`config.mk`:
```
export PLATFORM = sky130hd
export DESIGN_NAME = refcounted_inode_cache_table_core_flat
export DESIGN_NICKNAME = d
export VERILOG_FILES = /design/src/rtl/rict_pkg.sv /design/src/rtl/rict_in_if.sv /design/src/rtl/rict_out_if.sv /design/src/rtl/rict_ram.sv /design/src/rtl/rict_dp.sv /design/src/rtl/rict_ctrl.sv /design/src/rtl/refcounted_inode_cache_table_core.sv /design/src/flat_wrapper.sv
export SDC_FILE = /design/constraint.sdc
export NUM_CORES = 2
export LEC_CHECK = 0
export BUFFER_PORTS_ARGS = -buffer_cell sky130_fd_sc_hd__buf_2
export CAP_MARGIN = 20
export CORE_MARGIN = 4
export CORE_UTILIZATION = 40
export CTS_CLUSTER_SIZE = 16
export DETAILED_ROUTE_END_ITERATION = 8
export HOLD_SLACK_MARGIN = 0.03
export PLACE_DENSITY_LB_ADDON = 0.12
export RECOVER_POWER = 100
export SYNTH_ARGS = -nofsm -noshare
export SYNTH_HDL_FRONTEND = slang
export SYNTH_SLANG_ARGS = --single-unit
```
`constraint.sdc`:
```
create_clock -name clk -period 17.2 [get_ports clk]
set_input_delay 3.44 -clock clk [delete_from_list [all_inputs] [get_ports clk]]
set_output_delay 3.44 -clock clk [all_outputs]
set_load 0.005 [all_outputs]
```
`src/rtl/rict_pkg.sv`:
```
// Shared types, codes and constants for the refcounted inode cache table.
package rict_pkg;

  localparam int unsigned SLOTS_DEF = 64;
  localparam int unsigned ACT_W     = 2;
  localparam int unsigned NO_W      = 32;
  localparam int unsigned SLOT_W    = 6;
  localparam int unsigned REF_W     = 16;
  localparam int unsigned CNT_W     = 32;
  localparam int unsigned ST_W      = 4;

  localparam logic [NO_W-1:0]  INVALID_NO = NO_W'(1);
  localparam logic [REF_W-1:0] REF_MAX    = '1;

  typedef enum logic [ACT_W-1:0] {
    ACT_REQUEST = 2'd0,
    ACT_RELEASE = 2'd1,
    ACT_DIRTY   = 2'd2,
    ACT_FLUSH   = 2'd3
  } act_t;

  typedef enum logic [ST_W-1:0] {
    ST_HIT        = 4'd0,
    ST_MISS       = 4'd1,
    ST_BAD_NO     = 4'd2,
    ST_FULL       = 4'd3,
    ST_RELEASED   = 4'd4,
    ST_DELETED    = 4'd5,
    ST_UNDERFLOW  = 4'd6,
    ST_DIRTIED    = 4'd7,
    ST_FLUSH_ENT  = 4'd8,
    ST_FLUSH_NONE = 4'd9
  } stat_t;

  // what an emitted item is built from
  typedef enum logic [2:0] {
    RK_REQ,
    RK_SLOT,
    RK_BAD,
    RK_FMID,
    RK_FLAST,
    RK_FNONE
  } res_kind_t;

  typedef enum logic [3:0] {
    S_IDLE,
    S_DISP,
    S_DIV,
    S_SRD,
    S_SEV,
    S_REQ_DONE,
    S_ORD,
    S_OEV,
    S_BAD,
    S_FRD,
    S_FEV,
    S_FEND
  } state_t;

  typedef struct packed {
    logic      load;
    logic      div_step;
    logic      rd;
    logic      probe;
    logic      advance;
    logic      emit;
    res_kind_t kind;
  } rict_cmd_t;

  typedef struct packed {
    act_t act;
    logic bad_no;
    logic slot_oor;
    logic div_last;
    logic hit_now;
    logic cnt_end;
    logic ptr_end;
    logic rd_dirty;
    logic pend_valid;
    logic out_free;
  } rict_sts_t;

endpackage

```
`src/rtl/rict_in_if.sv`:
```
// Input channel: one cache operation per item.
interface rict_in_if;
  import rict_pkg::*;
  logic              valid;
  logic              ready;
  logic [ACT_W-1:0]  action;
  logic [NO_W-1:0]   inode_number;
  logic [SLOT_W-1:0] slot;
  logic              links_gone;

  modport source(output valid, action, inode_number, slot, links_gone, input ready);
  modport sink(input valid, action, inode_number, slot, links_gone, output ready);
endinterface

```
`src/rtl/rict_out_if.sv`:
```
// Result channel: one cache result per item.
interface rict_out_if;
  import rict_pkg::*;
  logic              valid;
  logic              ready;
  logic [ST_W-1:0]   status;
  logic [SLOT_W-1:0] slot_index;
  logic [NO_W-1:0]   tag_number;
  logic              load_needed;
  logic              writeback_needed;
  logic [NO_W-1:0]   writeback_number;
  logic [REF_W-1:0]  ref_count;
  logic [CNT_W-1:0]  hit_total;
  logic [CNT_W-1:0]  miss_total;
  logic              last;

  modport source(output valid, status, slot_index, tag_number, load_needed,
                 writeback_needed, writeback_number, ref_count, hit_total,
                 miss_total, last, input ready);
  modport sink(input valid, status, slot_index, tag_number, load_needed,
               writeback_needed, writeback_number, ref_count, hit_total,
               miss_total, last, output ready);
endinterface

```
`src/rtl/rict_ram.sv`:
```
// Generic single write port, single read port RAM with registered read.
module rict_ram #(
  parameter int unsigned W = 8,
  parameter int unsigned D = 64
) (
  input  logic                 clk,
  input  logic                 wr_en,
  input  logic [$clog2(D)-1:0] wr_addr,
  input  logic [W-1:0]         wr_data,
  input  logic                 rd_en,
  input  logic [$clog2(D)-1:0] rd_addr,
  output logic [W-1:0]         rd_data
);
  logic [W-1:0] mem [D];

  always_ff @(posedge clk) begin
    if (wr_en) begin
      mem[wr_addr] <= wr_data;
    end
    if (rd_en) begin
      rd_data <= mem[rd_addr];
    end
  end
endmodule

```
`src/rtl/rict_dp.sv`:
```
// Datapath: slot store, hash remainder, ring probe, counters and result register.
module rict_dp #(
  parameter int unsigned SLOTS = rict_pkg::SLOTS_DEF
) (
  input  logic                        clk,
  input  logic                        rst_n,
  input  rict_pkg::rict_cmd_t         cmd,
  output rict_pkg::rict_sts_t         sts,
  input  logic [rict_pkg::ACT_W-1:0]  in_action,
  input  logic [rict_pkg::NO_W-1:0]   in_inode_number,
  input  logic [rict_pkg::SLOT_W-1:0] in_slot,
  input  logic                        in_links_gone,
  input  logic                        out_ready,
  output logic                        out_valid,
  output logic [rict_pkg::ST_W-1:0]   out_status,
  output logic [rict_pkg::SLOT_W-1:0] out_slot_index,
  output logic [rict_pkg::NO_W-1:0]   out_tag_number,
  output logic                        out_load_needed,
  output logic                        out_writeback_needed,
  output logic [rict_pkg::NO_W-1:0]   out_writeback_number,
  output logic [rict_pkg::REF_W-1:0]  out_ref_count,
  output logic [rict_pkg::CNT_W-1:0]  out_hit_total,
  output logic [rict_pkg::CNT_W-1:0]  out_miss_total,
  output logic                        out_last
);
  import rict_pkg::*;

  localparam int unsigned PW   = $clog2(SLOTS);
  localparam int unsigned FW   = 16;
  localparam int unsigned RCW  = FW + 2;
  localparam int unsigned PRW  = FW + RCW;
  localparam int unsigned DSH  = FW + PW;
  localparam int unsigned EW   = NO_W + REF_W + 1;
  localparam int unsigned SLW1 = SLOT_W + 1;
  localparam logic [PW-1:0]   LAST_SLOT = PW'(SLOTS - 1);
  localparam logic [SLW1-1:0] SLOT_LIM  = SLW1'(SLOTS);
  // byte weights 256^k mod SLOTS and the reciprocal for a 16-bit dividend
  localparam logic [FW-1:0]   FC1       = FW'((64'd1 << 8) % SLOTS);
  localparam logic [FW-1:0]   FC2       = FW'((64'd1 << 16) % SLOTS);
  localparam logic [FW-1:0]   FC3       = FW'((64'd1 << 24) % SLOTS);
  localparam logic [FW-1:0]   MODF      = FW'(SLOTS);
  localparam logic [RCW-1:0]  RECIP     = RCW'(((64'd1 << DSH) + SLOTS - 1) / SLOTS);

  act_t              act_r;
  logic [NO_W-1:0]   no_r;
  logic [SLOT_W-1:0] slot_in_r;
  logic              gone_r;
  logic [FW-1:0]     fold_r;
  logic [FW-1:0]     quo_r;
  logic [1:0]        div_cnt_r;
  logic [PW-1:0]     ptr_r;
  logic [PW-1:0]     cnt_r;
  logic              hit_r;
  logic              free_r;
  logic [PW-1:0]     sel_slot_r;
  logic [NO_W-1:0]   sel_tag_r;
  logic [REF_W-1:0]  sel_ref_r;
  logic              sel_dirty_r;
  logic              pend_r;
  logic [PW-1:0]     pend_slot_r;
  logic [NO_W-1:0]   pend_tag_r;
  logic [REF_W-1:0]  pend_ref_r;
  logic [CNT_W-1:0]  hits_r;
  logic [CNT_W-1:0]  misses_r;
  logic [SLOTS-1:0]  vld_r;
  logic              rd_vld_r;

  logic [FW-1:0]     fold_nxt;
  logic [PRW-1:0]    prod;
  logic [FW-1:0]     quo_nxt;
  logic [FW-1:0]     rem_full;
  logic [PW-1:0]     ptr_nxt;
  logic [PW-1:0]     rd_addr;
  logic [EW-1:0]     ram_rdata;
  logic [NO_W-1:0]   rd_tag;
  logic [REF_W-1:0]  rd_ref;
  logic              rd_dirty;
  logic              free_cond;
  logic [REF_W-1:0]  sel_inc;
  logic [REF_W-1:0]  rel_nr;
  logic              out_free;

  logic              wr_en;
  logic [PW-1:0]     wr_addr;
  logic [EW-1:0]     wr_data;
  logic              vld_clr;
  logic              hit_inc;
  logic              miss_inc;
  stat_t             res_status;
  logic [SLOT_W-1:0] res_slot;
  logic [NO_W-1:0]   res_tag;
  logic              res_load;
  logic              res_wb;
  logic [NO_W-1:0]   res_wbno;
  logic [REF_W-1:0]  res_ref;
  logic              res_last;
  logic [CNT_W-1:0]  hits_nxt;
  logic [CNT_W-1:0]  misses_nxt;

  // remainder by the slot count in steps: fold the bytes with their
  // weights, take the quotient by reciprocal multiply, then subtract
  assign fold_nxt = FW'(no_r[7:0]) + FW'(no_r[15:8]) * FC1 +
                    FW'(no_r[23:16]) * FC2 + FW'(no_r[31:24]) * FC3;
  assign prod     = PRW'(fold_r) * PRW'(RECIP);
  assign quo_nxt  = FW'(prod >> DSH);
  assign rem_full = fold_r - quo_r * MODF;
  assign ptr_nxt = (ptr_r == LAST_SLOT) ? '0 : ptr_r + 1'b1;
  assign rd_addr = (act_r == ACT_RELEASE || act_r == ACT_DIRTY) ? slot_in_r[PW-1:0] : ptr_r;

  rict_ram #(.W(EW), .D(SLOTS)) u_ram (
    .clk     (clk),
    .wr_en   (wr_en),
    .wr_addr (wr_addr),
    .wr_data (wr_data),
    .rd_en   (cmd.rd),
    .rd_addr (rd_addr),
    .rd_data (ram_rdata)
  );

  // an entry never written, or deleted, reads as an invalid, unreferenced, clean entry
  assign rd_tag    = rd_vld_r ? ram_rdata[EW-1 -: NO_W] : INVALID_NO;
  assign rd_ref    = rd_vld_r ? ram_rdata[REF_W:1] : '0;
  assign rd_dirty  = rd_vld_r & ram_rdata[0];
  assign free_cond = (rd_tag == INVALID_NO) || (rd_ref == '0);
  assign sel_inc   = (sel_ref_r == REF_MAX) ? sel_ref_r : sel_ref_r + 1'b1;
  assign rel_nr    = rd_ref - 1'b1;
  assign out_free  = !out_valid || out_ready;

  assign sts.act        = act_r;
  assign sts.bad_no     = (no_r <= INVALID_NO);
  assign sts.slot_oor   = ({1'b0, slot_in_r} >= SLOT_LIM);
  assign sts.div_last   = (div_cnt_r == '0);
  assign sts.hit_now    = (rd_tag == no_r);
  assign sts.cnt_end    = (cnt_r == LAST_SLOT);
  assign sts.ptr_end    = (ptr_r == LAST_SLOT);
  assign sts.rd_dirty   = rd_dirty;
  assign sts.pend_valid = pend_r;
  assign sts.out_free   = out_free;

  always_comb begin
    res_status = ST_HIT;
    res_slot   = '0;
    res_tag    = '0;
    res_load   = 1'b0;
    res_wb     = 1'b0;
    res_wbno   = '0;
    res_ref    = '0;
    res_last   = 1'b1;
    wr_en      = 1'b0;
    wr_addr    = sel_slot_r;
    wr_data    = '0;
    vld_clr    = 1'b0;
    hit_inc    = 1'b0;
    miss_inc   = 1'b0;
    case (cmd.kind) inside
      RK_REQ: begin
        if (hit_r) begin
          res_status = ST_HIT;
          res_slot   = SLOT_W'(sel_slot_r);
          res_tag    = no_r;
          res_ref    = sel_inc;
          wr_en      = 1'b1;
          wr_data    = {no_r, sel_inc, sel_dirty_r};
          hit_inc    = 1'b1;
        end else if (free_r) begin
          res_status = ST_MISS;
          res_slot   = SLOT_W'(sel_slot_r);
          res_tag    = no_r;
          res_load   = 1'b1;
          res_wb     = sel_dirty_r && (sel_tag_r != INVALID_NO);
          res_wbno   = res_wb ? sel_tag_r : '0;
          res_ref    = sel_inc;
          wr_en      = 1'b1;
          wr_data    = {no_r, sel_inc, 1'b0};
          miss_inc   = 1'b1;
        end else begin
          res_status = ST_FULL;
        end
      end
      RK_SLOT: begin
        res_slot = slot_in_r;
        res_tag  = rd_tag;
        wr_addr  = slot_in_r[PW-1:0];
        if (act_r == ACT_RELEASE) begin
          if (rd_ref == '0) begin
            res_status = ST_UNDERFLOW;
          end else if (rel_nr == '0 && gone_r) begin
            res_status = ST_DELETED;
            vld_clr    = 1'b1;
          end else begin
            res_status = ST_RELEASED;
            res_ref    = rel_nr;
            wr_en      = 1'b1;
            wr_data    = {rd_tag, rel_nr, rd_dirty};
          end
        end else begin
          res_status = ST_DIRTIED;
          res_ref    = rd_ref;
          wr_en      = (rd_tag != INVALID_NO);
          wr_data    = {rd_tag, rd_ref, 1'b1};
        end
      end
      RK_BAD: begin
        case (act_r)
          ACT_RELEASE: begin
            res_status = ST_UNDERFLOW;
            res_slot   = slot_in_r;
          end
          ACT_DIRTY: begin
            res_status = ST_DIRTIED;
            res_slot   = slot_in_r;
          end
          default: res_status = ST_BAD_NO;
        endcase
      end
      RK_FMID, RK_FLAST: begin
        res_status = ST_FLUSH_ENT;
        res_slot   = SLOT_W'(pend_slot_r);
        res_tag    = pend_tag_r;
        res_wb     = 1'b1;
        res_wbno   = pend_tag_r;
        res_ref    = pend_ref_r;
        res_last   = (cmd.kind == RK_FLAST);
      end
      RK_FNONE: res_status = ST_FLUSH_NONE;
      default: ;
    endcase
    if (!cmd.emit) begin
      wr_en    = 1'b0;
      vld_clr  = 1'b0;
      hit_inc  = 1'b0;
      miss_inc = 1'b0;
    end
    // flush cleans each dirty entry as it passes
    if (cmd.advance && rd_dirty) begin
      wr_en   = 1'b1;
      wr_addr = ptr_r;
      wr_data = {rd_tag, rd_ref, 1'b0};
    end
  end

  assign hits_nxt   = hits_r + CNT_W'(hit_inc);
  assign misses_nxt = misses_r + CNT_W'(miss_inc);

  always_ff @(posedge clk) begin
    if (!rst_n) begin
      vld_r     <= '0;
      hits_r    <= '0;
      misses_r  <= '0;
      out_valid <= 1'b0;
      pend_r    <= 1'b0;
      hit_r     <= 1'b0;
      free_r    <= 1'b0;
    end else begin
      if (wr_en) begin
        vld_r[wr_addr] <= 1'b1;
      end
      if (vld_clr) begin
        vld_r[wr_addr] <= 1'b0;
      end
      hits_r   <= hits_nxt;
      misses_r <= misses_nxt;
      if (cmd.emit) begin
        out_valid <= 1'b1;
      end else if (out_ready) begin
        out_valid <= 1'b0;
      end
      if (cmd.load) begin
        hit_r  <= 1'b0;
        free_r <= 1'b0;
        pend_r <= 1'b0;
      end
      if (cmd.probe) begin
        if (sts.hit_now) begin
          hit_r <= 1'b1;
        end else if (!free_r && free_cond) begin
          free_r <= 1'b1;
        end
      end
      if (cmd.advance && rd_dirty) begin
        pend_r <= 1'b1;
      end
    end
  end

  always_ff @(posedge clk) begin
    if (cmd.load) begin
      act_r     <= act_t'(in_action);
      no_r      <= in_inode_number;
      slot_in_r <= in_slot;
      gone_r    <= in_links_gone;
      div_cnt_r <= 2'd2;
      ptr_r     <= '0;
    end
    if (cmd.div_step) begin
      fold_r    <= fold_nxt;
      quo_r     <= quo_nxt;
      div_cnt_r <= div_cnt_r - 1'b1;
      if (div_cnt_r == '0) begin
        ptr_r <= rem_full[PW-1:0];
        cnt_r <= '0;
      end
    end
    if (cmd.rd) begin
      rd_vld_r <= vld_r[rd_addr];
    end
    if (cmd.probe) begin
      if (sts.hit_now || (!free_r && free_cond)) begin
        sel_slot_r  <= ptr_r;
        sel_tag_r   <= rd_tag;
        sel_ref_r   <= rd_ref;
        sel_dirty_r <= rd_dirty;
      end
      ptr_r <= ptr_nxt;
      cnt_r <= cnt_r + 1'b1;
    end
    if (cmd.advance) begin
      ptr_r <= ptr_nxt;
      if (rd_dirty) begin
        pend_slot_r <= ptr_r;
        pend_tag_r  <= rd_tag;
        pend_ref_r  <= rd_ref;
      end
    end
    if (cmd.emit) begin
      out_status           <= res_status;
      out_slot_index       <= res_slot;
      out_tag_number       <= res_tag;
      out_load_needed      <= res_load;
      out_writeback_needed <= res_wb;
      out_writeback_number <= res_wbno;
      out_ref_count        <= res_ref;
      out_hit_total        <= hits_nxt;
      out_miss_total       <= misses_nxt;
      out_last             <= res_last;
    end
  end
endmodule

```
`src/rtl/rict_ctrl.sv`:
```
// Controller: sequences remainder, ring probe, slot update and flush walk.
module rict_ctrl (
  input  logic                clk,
  input  logic                rst_n,
  input  logic                in_valid,
  output logic                in_ready,
  input  rict_pkg::rict_sts_t sts,
  output rict_pkg::rict_cmd_t cmd
);
  import rict_pkg::*;

  state_t state_r;
  state_t state_nxt;

  always_ff @(posedge clk) begin
    if (!rst_n) begin
      state_r <= S_IDLE;
    end else begin
      state_r <= state_nxt;
    end
  end

  always_comb begin
    state_nxt = state_r;
    in_ready  = 1'b0;
    cmd       = '0;
    cmd.kind  = RK_REQ;
    unique case (state_r)
      S_IDLE: begin
        in_ready = 1'b1;
        if (in_valid) begin
          cmd.load  = 1'b1;
          state_nxt = S_DISP;
        end
      end
      S_DISP: begin
        unique case (sts.act) inside
          ACT_REQUEST: state_nxt = sts.bad_no ? S_BAD : S_DIV;
          ACT_RELEASE, ACT_DIRTY: state_nxt = sts.slot_oor ? S_BAD : S_ORD;
          default: state_nxt = S_FRD;
        endcase
      end
      S_DIV: begin
        cmd.div_step = 1'b1;
        if (sts.div_last) begin
          state_nxt = S_SRD;
        end
      end
      S_SRD: begin
        cmd.rd    = 1'b1;
        state_nxt = S_SEV;
      end
      S_SEV: begin
        cmd.probe = 1'b1;
        state_nxt = (sts.hit_now || sts.cnt_end) ? S_REQ_DONE : S_SRD;
      end
      S_REQ_DONE: begin
        if (sts.out_free) begin
          cmd.emit  = 1'b1;
          cmd.kind  = RK_REQ;
          state_nxt = S_IDLE;
        end
      end
      S_ORD: begin
        cmd.rd    = 1'b1;
        state_nxt = S_OEV;
      end
      S_OEV: begin
        if (sts.out_free) begin
          cmd.emit  = 1'b1;
          cmd.kind  = RK_SLOT;
          state_nxt = S_IDLE;
        end
      end
      S_BAD: begin
        if (sts.out_free) begin
          cmd.emit  = 1'b1;
          cmd.kind  = RK_BAD;
          state_nxt = S_IDLE;
        end
      end
      S_FRD: begin
        cmd.rd    = 1'b1;
        state_nxt = S_FEV;
      end
      S_FEV: begin
        // a held entry goes out only once the next dirty one shows it is not last
        if (!(sts.rd_dirty && sts.pend_valid) || sts.out_free) begin
          cmd.advance = 1'b1;
          if (sts.rd_dirty && sts.pend_valid) begin
            cmd.emit = 1'b1;
            cmd.kind = RK_FMID;
          end
          state_nxt = sts.ptr_end ? S_FEND : S_FRD;
        end
      end
      S_FEND: begin
        if (sts.out_free) begin
          cmd.emit  = 1'b1;
          cmd.kind  = sts.pend_valid ? RK_FLAST : RK_FNONE;
          state_nxt = S_IDLE;
        end
      end
      default: state_nxt = S_IDLE;
    endcase
  end
endmodule

```
`src/rtl/refcounted_inode_cache_table_core.sv`:
```
// Top level of the refcounted inode cache table.
//
//   channel   direction  carries
//   in_chan   sink       action, inode_number, slot, links_gone
//   out_chan  source     status, slot, tags, writeback, counts, last
//
// One item at a time. A request: accept, dispatch, hash remainder, then a read and an
// evaluate per slot on the single RAM read port until a hit or all SLOTS are probed,
// then emit. A bad number or slot: accept, dispatch, emit; release and mark dirty read
// their slot before the emit. A flush walks all SLOTS entries, a read and evaluate each.
// Reset clears the valid bits at once; no clearing pass. A full output register
// holds the controller in its emit state until the item is taken.
module refcounted_inode_cache_table_core #(
  parameter int unsigned SLOTS = rict_pkg::SLOTS_DEF
) (
  input logic     clk,
  input logic     rst_n,
  rict_in_if.sink   in_chan,
  rict_out_if.source out_chan
);
  import rict_pkg::*;

  rict_cmd_t cmd;
  rict_sts_t sts;

  rict_ctrl u_ctrl (
    .clk      (clk),
    .rst_n    (rst_n),
    .in_valid (in_chan.valid),
    .in_ready (in_chan.ready),
    .sts      (sts),
    .cmd      (cmd)
  );

  rict_dp #(.SLOTS(SLOTS)) u_dp (
    .clk                  (clk),
    .rst_n                (rst_n),
    .cmd                  (cmd),
    .sts                  (sts),
    .in_action            (in_chan.action),
    .in_inode_number      (in_chan.inode_number),
    .in_slot              (in_chan.slot),
    .in_links_gone        (in_chan.links_gone),
    .out_ready            (out_chan.ready),
    .out_valid            (out_chan.valid),
    .out_status           (out_chan.status),
    .out_slot_index       (out_chan.slot_index),
    .out_tag_number       (out_chan.tag_number),
    .out_load_needed      (out_chan.load_needed),
    .out_writeback_needed (out_chan.writeback_needed),
    .out_writeback_number (out_chan.writeback_number),
    .out_ref_count        (out_chan.ref_count),
    .out_hit_total        (out_chan.hit_total),
    .out_miss_total       (out_chan.miss_total),
    .out_last             (out_chan.last)
  );

`ifndef SYNTHESIS
  a_busy_after_accept: assert property (@(posedge clk) disable iff (!rst_n)
    (in_chan.valid && in_chan.ready) |=> !in_chan.ready)
    else $error("input taken while an item is in progress");

  a_load_on_miss: assert property (@(posedge clk) disable iff (!rst_n)
    (out_chan.valid && out_chan.load_needed) |-> (out_chan.status == ST_MISS))
    else $error("load reported on a result that is not a miss");

  a_wb_number: assert property (@(posedge clk) disable iff (!rst_n)
    (out_chan.valid && !out_chan.writeback_needed) |-> (out_chan.writeback_number == '0))
    else $error("writeback number without a writeback");
`endif
endmodule

```
`src/flat_wrapper.sv`:
```
// flat-port wrapper written by rule: the top's interface ports become plain ports
module refcounted_inode_cache_table_core_flat import rict_pkg::*;
#(
  parameter int unsigned SLOTS = rict_pkg::SLOTS_DEF
)
  (clk, rst_n, in_chan_valid, in_chan_action, in_chan_inode_number, in_chan_slot, in_chan_links_gone, in_chan_ready, out_chan_valid, out_chan_status, out_chan_slot_index, out_chan_tag_number, out_chan_load_needed, out_chan_writeback_needed, out_chan_writeback_number, out_chan_ref_count, out_chan_hit_total, out_chan_miss_total, out_chan_last, out_chan_ready);
  rict_in_if in_chan_i ();
  rict_out_if out_chan_i ();
  input logic clk;
  input logic rst_n;
  input wire logic [$bits(in_chan_i.valid)-1:0] in_chan_valid;
  input wire logic [$bits(in_chan_i.action)-1:0] in_chan_action;
  input wire logic [$bits(in_chan_i.inode_number)-1:0] in_chan_inode_number;
  input wire logic [$bits(in_chan_i.slot)-1:0] in_chan_slot;
  input wire logic [$bits(in_chan_i.links_gone)-1:0] in_chan_links_gone;
  output wire logic [$bits(in_chan_i.ready)-1:0] in_chan_ready;
  output wire logic [$bits(out_chan_i.valid)-1:0] out_chan_valid;
  output wire logic [$bits(out_chan_i.status)-1:0] out_chan_status;
  output wire logic [$bits(out_chan_i.slot_index)-1:0] out_chan_slot_index;
  output wire logic [$bits(out_chan_i.tag_number)-1:0] out_chan_tag_number;
  output wire logic [$bits(out_chan_i.load_needed)-1:0] out_chan_load_needed;
  output wire logic [$bits(out_chan_i.writeback_needed)-1:0] out_chan_writeback_needed;
  output wire logic [$bits(out_chan_i.writeback_number)-1:0] out_chan_writeback_number;
  output wire logic [$bits(out_chan_i.ref_count)-1:0] out_chan_ref_count;
  output wire logic [$bits(out_chan_i.hit_total)-1:0] out_chan_hit_total;
  output wire logic [$bits(out_chan_i.miss_total)-1:0] out_chan_miss_total;
  output wire logic [$bits(out_chan_i.last)-1:0] out_chan_last;
  input wire logic [$bits(out_chan_i.ready)-1:0] out_chan_ready;
  assign in_chan_i.valid = in_chan_valid;
  assign in_chan_i.action = in_chan_action;
  assign in_chan_i.inode_number = in_chan_inode_number;
  assign in_chan_i.slot = in_chan_slot;
  assign in_chan_i.links_gone = in_chan_links_gone;
  assign in_chan_ready = in_chan_i.ready;
  assign out_chan_valid = out_chan_i.valid;
  assign out_chan_status = out_chan_i.status;
  assign out_chan_slot_index = out_chan_i.slot_index;
  assign out_chan_tag_number = out_chan_i.tag_number;
  assign out_chan_load_needed = out_chan_i.load_needed;
  assign out_chan_writeback_needed = out_chan_i.writeback_needed;
  assign out_chan_writeback_number = out_chan_i.writeback_number;
  assign out_chan_ref_count = out_chan_i.ref_count;
  assign out_chan_hit_total = out_chan_i.hit_total;
  assign out_chan_miss_total = out_chan_i.miss_total;
  assign out_chan_last = out_chan_i.last;
  assign out_chan_i.ready = out_chan_ready;
  refcounted_inode_cache_table_core #(.SLOTS(SLOTS)) u_core (.clk(clk), .rst_n(rst_n), .in_chan(in_chan_i), .out_chan(out_chan_i));
endmodule
```
==> flow_summary.ini <==
[run_status]
outcome = finished, violations left
violations = max-capacitance violations, max-slew violations

[global_route]
busiest_layer = met2
overflow = 0
groute.layer.met2.usage = 0.333
grt.total_usage = 0.214
antenna_found_initial = 17
grt_pass1_wl_um = 570000
grt_start_max_net_pins = 113
grt_pass1_vias = 75600
grtUsageMet3 = 0.0321
grt_util_met1 = 0.321

[clock_network]
cts_sinks = 3649
cts-root-buf = clkbuf_16
post_cts_buffers = 0
clkLatencyLatePin_ns = 0.94
clk_pin_slew_worst_paths_ns = 0.06
cts_made_buffers = 385
cts_resized = 0
cts_tree = done
clockBufferDepth = 4
h-tree-depth = 5
cts_hold_buffers = 0

[setup_path]
slowest_stage = nand4_1
cpLargestDelayFamily = buffers and inverters
max_stage_delay_ns = 2.34
crit_path_frequent_cell = clkbuf_1
crit_path_end_kind = flop
cp.arrival_ns = 11.76
path_cells = clkbuf_1 -> clkbuf_1 -> inv_1 -> clkbuf_1 -> o21ai_0 -> o21ai_0 -> a211oi_1 -> nand4_1 -> a31o_1 -> a22o_2 -> clkbuf_1
crit_fanout = 64
required_ns = 17.34
cp-start-kind = flop
path_buf_inv = 5
crit_type = flop to flop

[pwr]
power.leakage_nw = 50.9
p_per_area_nw_per_um2 = 155
peakVddDrop_mv = 0.147

[floorplan]
coreArea_um2 = 356000
io_pins = 204
initial_utilization = 0.401
dieHeight_um = 606
row_count = 219
dieArea_um2 = 367000
dieWidth_um = 606

[synthesis]
synth_top_flop_cell = edfxtp_1
synth_top_area_frac = 0.737
ys_seq_area_frac = 0.757
postSynthAreaPerCell_um2 = 19.1
syn_inst = 7483
synth_edf_count = 3507
async_flop_share = 0
synth_common_cells = edfxtp_1, mux4_2, nand2_1, clkbuf_1, and2_1
ys_seq_elements = 3649
yosys-top-cells-area = edfxtp_1, mux4_2, nand2_1
netlist.top_cell.by_area = edfxtp_1
synth_nets = 7542
synth.most_common_cell = edfxtp_1
synth.cell_area_um2 = 143000
yosysWarnings = 0
synth_cell_types = 81

[sta]
setup_viol = 0
period_needed_ns = 11.63
fmax_mhz = 86.0
slew_headroom = -2.26
grt_setup_unrepaired = false
finalClockSkew_ns = 0.0468
finalCritPeriodShare = 0.676
whs_ns = 0.503
finalSetupTns_ns = 0
hold_viol = 0
timing.final.ws_setup_ns = 5.57
worst_pin_slew_ns = 4.89
slew_viol_final = 5500

[detailed_routing]
dr.pass1.iters = 9
drt_iter0_markers = 8938
wl_um = 400000
ant_nets = 0
vias_per_cell = 5.81
vias = 75200
wire_per_inst_um = 30.9
drcViolationCount = 0

[cells_and_area]
fillers = 30400
drive_above_1_share = 0.198
area_delta_synth_final_pct = 13.5
final_nets = 7926

[worst_hold_path]
hp-class = flop to flop

[placed_design]
post-place-ws_ns = 8.88
port-buffer-count = 203
place_congestion = 0.851
place_hpwl_um = 229000

[run]
drv_cap = 114
[placed cells by master, fill, tap and decap left out, drive strengths merged, types with 38 or more instances in the layout]
master  count
o22ai      56
buf       192
inv        75
mux4      800
a31oi     123
edfxtp   3507
nand2     793
bufinv     39
a222oi     38
nand3     166
o31ai     109
clkbuf    736
xnor2      74
a221o      53
and2      258
a22o       66
dfxtp     142
clkinv    172
nor3       84
nor2       90
o21ai     150
a211oi    106
[through the flow]
step / util / cells / area (µm²) / total power [mW]
after floorplan: - / 7483 / 143000 / 14.5
after global placement: 0.423 / 12200 / 151000 / 17.1
after detailed placement: 0.423 / 12200 / 151000 / 17.2
after CTS: 0.458 / 12900 / 163000 / 25.4
after global routing: 0.456 / 12900 / 162000 / 26.2
final: 0.456 / 12900 / 162000 / 25.2
[path summary, 6_finish.rpt]
check | start | endpoint | slack [ns] | depth (start not counted)
setup / recovery | u_core.u_dp.rd_vld_r | u_core.u_dp.u_ram.mem[34][33] | 5.57 | 11
hold / removal | u_core.u_dp.vld_r[34] | u_core.u_dp.vld_r[34] | 0.50 | 2
setup reg to reg | u_core.u_dp.rd_vld_r | u_core.u_dp.u_ram.mem[34][33] | 5.57 | 11
hold reg to reg | u_core.u_dp.vld_r[34] | u_core.u_dp.vld_r[34] | 0.50 | 2
[power breakdown]
group          total, mW  switching (mW)  leakage [nW]  internal [mW]
Sequential          10.3           0.226          32.5           10.1
Combinational       6.59            4.16          12.2           2.43
Clock               8.22            3.43          6.08           4.79
Total               25.2            7.82          50.9           17.3
[cells by family after synthesis]
| logic type | synth area share |
|---|---|
| AOI/OAI and AO/OA | 0.0411 |
| buffers and inverters | 0.0149 |
| xor gates and xnor gates | 0.00637 |
| muxes | 0.128 |
| and+or+nand+nor | 0.0521 |
| DFF | 0.757 |
| adders and majority gates | 0.00123 |
[worst register-to-register path, delay by kind of cell (launching register included)]
family / cells / cell delay (ns)
buffers and inverters: 5 / 4.31
flip-flops: 1 / 0.32
AO/OA/AOI/OAI: 5 / 3.71
AND/OR/NAND/NOR: 1 / 2.34
[flip-flops by register name, summed over array words and instances (netlist names), 16 cells and up]
name and flops:
u_core.u_dp.u_ram.mem 3136, u_core.u_dp.vld_r 64, u_core.u_dp.u_ram.rd_data 49, u_core.u_dp.hits_r 32, u_core.u_dp.misses_r 32, u_core.u_dp.no_r 32, u_core.u_dp.out_hit_total 32, u_core.u_dp.out_miss_total 32
u_core.u_dp.out_tag_number 32, u_core.u_dp.out_writeback_number 32, u_core.u_dp.pend_tag_r 32, u_core.u_dp.sel_tag_r 32, u_core.u_dp.out_ref_count 16, u_core.u_dp.pend_ref_r 16, u_core.u_dp.sel_ref_r 16
[layout make-up]
class                   instances  area, µm²  area share
clock inverters               234       2270      0.0140
multi-input cells            3308      32900       0.203
diodes                         12       30.0    0.000185
repair buffers                458       2420      0.0149
inverters                      65        244     0.00150
clock buffers                 470      10200      0.0628
well taps                    4751       5940      0.0367
flip-flops and latches       3649     108000       0.667
[routing by layer]
layer / vias up / wire length [µm]
met4: 4 / 8940
met1: 40600 / 179000
li1: 31300 / -
met5: - / 29
met3: 526 / 27600
met2: 2752 / 185000
No activity file was read; power rests on OpenSTA's default activity.
